## src/aes_isb_pkg.sv

```systemverilog
// ----------------------------------------------------------------------------
// aes_isb_pkg
// Types, constants and GF(2^8) helpers for the AES inverse S-box pipeline.
// ----------------------------------------------------------------------------
`default_nettype none

package aes_isb_pkg;

  typedef logic [7:0] byte_t;

  localparam byte_t AES_POLY_LOW     = 8'h1b;
  localparam byte_t INV_AFFINE_CONST = 8'h05;

  // multiply by x modulo x^8+x^4+x^3+x+1
  function automatic byte_t gf_mul_x(input byte_t a);
    gf_mul_x = {a[6:0], 1'b0} ^ (a[7] ? AES_POLY_LOW : 8'h00);
  endfunction

  function automatic byte_t gf_mul(input byte_t a, input byte_t b);
    byte_t acc;
    acc = '0;
    for (int k = 7; k >= 0; k--) begin
      acc = gf_mul_x(acc) ^ (a[k] ? b : 8'h00);
    end
    gf_mul = acc;
  endfunction

  // squaring is linear over GF(2)
  function automatic byte_t gf_sq(input byte_t a);
    gf_sq = gf_mul(a, a);
  endfunction

  // bit i = v[i+2] ^ v[i+5] ^ v[i+7], then ^ 0x05
  function automatic byte_t unmap_affine(input byte_t v);
    unmap_affine = {v[1:0], v[7:2]} ^ {v[4:0], v[7:5]} ^ {v[6:0], v[7]} ^ INV_AFFINE_CONST;
  endfunction

endpackage

`default_nettype wire

```

## src/aes_inverse_sbox_top.sv

```systemverilog
// ----------------------------------------------------------------------------
// aes_inverse_sbox_top
// AES inverse S-box: inverse affine map, then GF(2^8) inverse as x^254.
// ----------------------------------------------------------------------------
// Channel   Dir  Signals                      Payload
// s_*       in   s_tvalid s_tready s_tdata    [7:0] in_byte
// m_*       out  m_tvalid m_tready m_tdata    [7:0] out_byte
//
// Four register stages, one request per cycle while the output is not stalled.
// Stage 1: affine map. Stage 2: a^2, a^3. Stage 3: a^14, a^15.
// Stage 4: a^240 * a^14 = a^254; stages 2-4 each feed squarings into a GF multiply.
// Each stage holds its item while the one after it is full and stalled;
// bubbles close up. Reset clears all valid bits.
// ----------------------------------------------------------------------------
`default_nettype none

module aes_inverse_sbox_top (
  input  wire                 clk,
  input  wire                 rst,
  input  wire                 s_tvalid,
  output logic                s_tready,
  input  aes_isb_pkg::byte_t  s_tdata,   // [7:0] in_byte
  output logic                m_tvalid,
  input  wire                 m_tready,
  output aes_isb_pkg::byte_t  m_tdata    // [7:0] out_byte
);
  import aes_isb_pkg::*;

  logic  v1, v2, v3, v4;
  logic  rdy1, rdy2, rdy3, rdy4;
  byte_t b1;
  byte_t a2, a3;
  byte_t a14, a15;
  byte_t res;
  byte_t a12;

  assign rdy4 = !v4 || m_tready;
  assign rdy3 = !v3 || rdy4;
  assign rdy2 = !v2 || rdy3;
  assign rdy1 = !v1 || rdy2;

  assign s_tready = rdy1;
  assign m_tvalid = v4;
  assign m_tdata  = res;

  assign a12 = gf_sq(gf_sq(a3));

  always_ff @(posedge clk) begin
    if (rst) begin
      v1 <= 1'b0;
      v2 <= 1'b0;
      v3 <= 1'b0;
      v4 <= 1'b0;
    end else begin
      if (rdy1) v1 <= s_tvalid;
      if (rdy2) v2 <= v1;
      if (rdy3) v3 <= v2;
      if (rdy4) v4 <= v3;
    end
  end

  always_ff @(posedge clk) begin
    if (rdy1) begin
      b1 <= unmap_affine(s_tdata);
    end
    if (rdy2) begin
      a2 <= gf_sq(b1);
      a3 <= gf_mul(gf_sq(b1), b1);
    end
    if (rdy3) begin
      a14 <= gf_mul(a12, a2);
      a15 <= gf_mul(a12, a3);
    end
    if (rdy4) begin
      res <= gf_mul(gf_sq(gf_sq(gf_sq(gf_sq(a15)))), a14);
    end
  end

endmodule

`default_nettype wire

```

## config.mk

```make
export PLATFORM = sky130hd
export DESIGN_NAME = aes_inverse_sbox_top
export DESIGN_NICKNAME = d
export VERILOG_FILES = /design/src/aes_isb_pkg.sv /design/src/aes_inverse_sbox_top.sv
export SDC_FILE = /design/constraint.sdc
export NUM_CORES = 1
export LEC_CHECK = 0
export ABC_AREA = 1
export ABC_CLOCK_PERIOD_IN_PS = 4200
export BUFFER_PORTS_ARGS = -buffer_cell sky130_fd_sc_hd__buf_2
export CAP_MARGIN = 20
export CORE_UTILIZATION = 40
export DETAILED_ROUTE_END_ITERATION = 7
export SETUP_SLACK_MARGIN = 0.5
export SLEW_MARGIN = 10
export SYNTH_ARGS = -nofsm -noshare
export SYNTH_HDL_FRONTEND = slang
export SYNTH_SLANG_ARGS = --single-unit
```

## constraint.sdc

```tcl
create_clock -name clk -period 4.2 [get_ports clk]
set_input_delay 0.21 -clock clk [delete_from_list [all_inputs] [get_ports clk]]
set_output_delay 0.21 -clock clk [all_outputs]
set_load 0.01 [all_outputs]
```

After elaboration in Yosys (flattened, before gate mapping)
Cells that the tools add are included.
W data, S select, Z words.

storage, ports and cells
  register bits = 52
  output and inout port bits = 10

cells by class
  reduce and logical (&&, ||, !) cells = 8
  muxes and demuxes = 165
  bitwise operators = 157

operators by type and width
  kind                number
  $mux W8             88
  $xor A8 B8 Y8       79
  $xor A8 B5 Y8       77
  $mux W5             77
  $logic_not A1 Y1    4
  $logic_or A1 B1 Y1  4
  $not A2 Y2          1

Depth between registers and ports, before layout
  depth after elaboration = 110
  depth in mapped cells = 36

Least setup slack after synthesis
OpenSTA, ideal clock, no wires.

  path kind = register -> register
  start = register a15[7]
  end = register res[4], in the netlist m_tdata[4], data pin
  clock period less this slack = 3.458 ns
  data arrival time = 3.208 ns
  path buffers = 2
  cell stages (with the launch flop) = 34
  path slack = 0.742 ns
  library setup time = 0.249 ns
  path through = edfxtp_1 -> ha_1 -> buf_2 -> inv_4 -> nand2_1 -> nand2_1 -> nand2_1 -> nand2_1 -> nand2_1 -> nand2_1 -> nand2_2 -> inv_2 -> nand2_1 -> nand3_1 -> nand3_2 -> nand2_4 -> nand2_2 -> nand2_2 -> nand2_2 -> nand2_2 -> buf_6 -> nand2_2 -> nand2_2 -> nand2_2 -> nand2_2 -> nand3_1 -> nand2_2 -> nand3_2 -> nand2_4 -> nand2_4 -> nand2_1 -> nand2_1 -> nand2_1 -> inv_1

between the ends
  cells in the longest elaborated chain, start to end = 84
  elaborated cells between the ends (all ways) = 144
  classes of those cells = 74 x mux; 70 x bitwise

RTL lines
  what                                            line                                  text
  start, declared                                 aes_inverse_sbox_top.sv:33            byte_t a14, a15;
  start signal, assigned                          aes_inverse_sbox_top.sv:72            a15 <= gf_mul(a12, a3);
  $mux W8                                         aes_isb_pkg.sv:23                     acc = gf_mul_x(acc) ^ (a[k] ? b : 8'h00);
  $mux W5                                         aes_isb_pkg.sv:16                     gf_mul_x = {a[6:0], 1'b0} ^ (a[7] ? AES_POLY_LOW : 8'h00);
  $xor A8 B5 Y8                                   aes_isb_pkg.sv:16
  $xor A8 B8 Y8                                   aes_isb_pkg.sv:23
  $xor A8 B5 Y8                                   aes_isb_pkg.sv:16
  $xor A8 B8 Y8                                   aes_isb_pkg.sv:23
  $xor A8 B5 Y8                                   aes_isb_pkg.sv:16
  $xor A8 B8 Y8                                   aes_isb_pkg.sv:23
  (+68 left out)                                  -
  $xor A8 B8 Y8                                   aes_isb_pkg.sv:23
  $xor A8 B5 Y8                                   aes_isb_pkg.sv:16
  $xor A8 B8 Y8                                   aes_isb_pkg.sv:23
  $mux W5 or $xor A8 B5 Y8 (tied branches)        aes_isb_pkg.sv:16
  $xor A8 B5 Y8 or $xor A8 B8 Y8 (tied branches)  aes_isb_pkg.sv:16, aes_isb_pkg.sv:23
  $xor A8 B8 Y8 or $mux W5 (tied branches)        aes_isb_pkg.sv:23, aes_isb_pkg.sv:16
  $xor A8 B5 Y8                                   aes_isb_pkg.sv:16
  $xor A8 B8 Y8 *                                 aes_isb_pkg.sv:23
  end signal, assigned                            aes_inverse_sbox_top.sv:75            res <= gf_mul(gf_sq(gf_sq(gf_sq(gf_sq(a15)))), a14);
  end, declared                                   aes_inverse_sbox_top.sv:34            byte_t res;

Mark *: on every way between the ends. The rest lies on a longest branch, timed or not.
A chain may end at the register's enable or synchronous reset.

Worst setup path after layout
Same ends and word-level chain as after synthesis.

==> flow_summary.ini <==
[clock_tree]
cts_root_buffer = clkbuf_16
clock_tree.buffer_depth = 2
h-tree-depth = 2
path_clk_slew_ns = 0.08
cts_sinks = 52
clkLatencyLatePin_ns = 0.31
cts_tree = built
cts_buffers = 5

[worst_setup_path]
crit_family = simple AND/OR/NAND/NOR gates
cp-end-kind = register
crit_cells = 24
endpoint = m_tdata[4]
r2r_slack_ns = 0.55
crit_fanout = 5
worstReg2RegStart = a15[7]
cp.required_ns = 4.27
worst_ep_arrival_time_ns = 3.72
cp.buffers_inverters = 4
cp-startpoint = a15[7]
worstSetupStartpointType = register
critPathMostFrequentCell = nand2_1
slowest_delay_ns = 0.43
crit_path_top_delay_cell = edfxtp_1
reg2reg_depth = 24
crit_type = reg2reg
r2r-end = m_tdata[4]
path_cells = ha_4 > nand2_1 > nand3_2 > nand2_4 > xnor2_4 > xor2_4 > inv_1 > nand3_2 > nand2_2 > buf_4 > nand2_1 > nand2_2 > inv_2 > nand2_1 > xor2_2 > nand3b_1 > nand2_2 > nand2_4 > nand2_4 > nand2_4 > nand2_2 > nand2_1 > nand2_1 > inv_1

[routing]
wl_met2_um = 8890
route.met3.wl_um = 569
post-route-drc-count = 0
via_per_inst = 4.73
top_layer = met4
ant_nets = 0
routed_wl_um = 17500
vias = 6296
routedWlPerCell_um = 13.2
met1_length_um = 7810
drtPass1Iterations = 4
drt_iter0_drc = 370

[yosys]
synth_flop_cell = edfxtp_1
synth_cell_types = 38
synth_top_family_by_area = simple AND/OR/NAND/NOR gates
synth_edf_count = 48
synthAdderAreaFrac = 0.00700
synth_compound_area_frac = 0.0171
synth_area_per_cell_um2 = 6.75
synthXorXnorAreaFrac = 0.336
muxShareOfSynthArea = 0
yosys_register_bits = 52
synth_nets = 1075
netlist_area_um2 = 7150
synth-simple-area-share = 0.343
synthArstFlopShare = 0
yosys_warnings = 0
postSynthCellCount = 1059
yosysSeqAreaShare = 0.213

[die]
die_area_um2 = 18400
dieWidth_um = 136
row_count = 48
ioPinCount = 22
die_h_um = 136
core_um2 = 17400
start_util = 0.412

[sta]
rsz0062_at_grt = true
setup_viol_count_final = 0
slew_viol_final = 0
worstMarginPinSlew_ns = 0.674
period_needed_ns = 3.65
max_clock_freq_mhz = 274
maxSlewHeadroom = 0.550
timing.final.hold_violations = 0
tns_ns = 0
fin_skew_ns = 0.0183
fin_crit_sh = 0.868

[grt]
antenna_found_initial = 0
grt_first_pass_wirelength_um = 27900
grt_usage = 0.191
gr-total-overflow = 0
grt_pass1_vias = 5660
grt_max_degree = 19

[cells_and_area]
final_common_cell = nand2_1
final_cell_mix = 283 x nand2_1, 197 x xor2_1, 109 x nor2_1
drive_above_1_share = 0.195
syn_to_final_growth_pct = 18.1
nets = 1120
n_antenna_cell = 0
postLayoutCoreUtil = 0.486

[place]
gp_congestion = 0.895
dp_hpwl_um = 13200
port_buffers = 21

[worst_hold_path]
hold_class = in2reg

[run]
drv_cap = 0

[outcome]
status = complete, no violations
-- cells by family (layout without fill, tap and decap cells) --
group / after synthesis / after routing
AO/OA/AOI/OAI: 21 / 21
XOR/XNOR: 265 / 265
adder cells (fa/ha/maj): 4 / 4
buffers and inverters: 149 / 194
flip-flops: 52 / 52
AND/OR/NAND/NOR: 568 / 569
-- layer usage --
metal	vias to the layer above	track usage
li1	3320	-
met1	2848	0.243
met2	112	0.339
met3	16	0.0258
met4	0	0.0449
met5	-	0
-- how the worst min path moves through the flow --
| stage | startpoint | end | cells after the start |
|---|---|---|---|
| 3_5_place_dp | v2 | v3 | 2 |
| 4_1_cts | rst | v2 | 2 |
| 3_3_place_gp | v2 | v3 | 2 |
| 6_report | rst | v2 | 2 |
| 5_1_grt | rst | v2 | 2 |
| 2_1_floorplan | rst | m_tvalid | 1 |
-- cells in the mapped netlist, types with 2 or more instances --
cell / n / area [um^2]
nand2_1: 323 / 1210
xor2_1: 201 / 1760
nor2_1: 116 / 435
inv_1: 106 / 398
nand3_1: 68 / 340
xnor2_1: 55 / 482
edfxtp_1: 48 / 1440
nand2_2: 28 / 175
inv_2: 17 / 63.8
nand3_2: 13 / 130
buf_2: 11 / 55.1
clkbuf_1: 8 / 30.0
o21ai_0: 7 / 35.0
nand3b_1: 6 / 45.0
a21oi_1: 5 / 25.0
nand2_4: 5 / 56.3
dfxtp_1: 4 / 80.1
ha_1: 4 / 50.1
nand4_1: 4 / 25.0
xor2_2: 4 / 65.1
xnor2_2: 3 / 48.8
buf_4: 2 / 15.0
buf_6: 2 / 22.5
inv_4: 2 / 12.5
o211ai_1: 2 / 15.0
o22ai_1: 2 / 12.5
xnor3_1: 2 / 45.0
-- state kept, by name (all words and copies together), names as in the netlist --
signal / count
a14: 8
a15: 8
a2: 8
a3: 8
b1: 8
m_tdata: 8
m_tvalid: 1
v1: 1
v2: 1
v3: 1
-- through the flow --
step / instance area [um^2] / worst slack (ns) / instances / hold WS (ns)
global placement: 7530 / 0.516 / 1298 / 0.446
floorplan: 7150 / 0.742 / 1059 / 0.279
finish: 8440 / 0.554 / 1330 / 0.138
global route: 8440 / 0.306 / 1330 / 0.144
detailed placement: 7530 / 0.438 / 1298 / 0.452
CTS: 7690 / 0.502 / 1306 / 0.136
-- final cells by class --
type,instances,area [um^2]
multi-input combinational,859,5590
timing repair buffer,60,414
clock inverter,3,21.3
sequential,52,1520
fill,1734,8910
tap,225,282
inverter,126,485
clock buffer,5,125
-- what timing repair did --
action | in CTS | in global routing
gates resized for setup | 3 | 123
hold endpoints to repair | 0 | 0
gates cloned | 0 | 1
hold buffers | 0 | 0
buffers inserted | 0 | 23
endpoints found under the setup margin | 4 | 17
pin swaps | 0 | 52
Power is not shown: default switching activity piles up to over one toggle a cycle in this logic, so the estimate is an artifact.
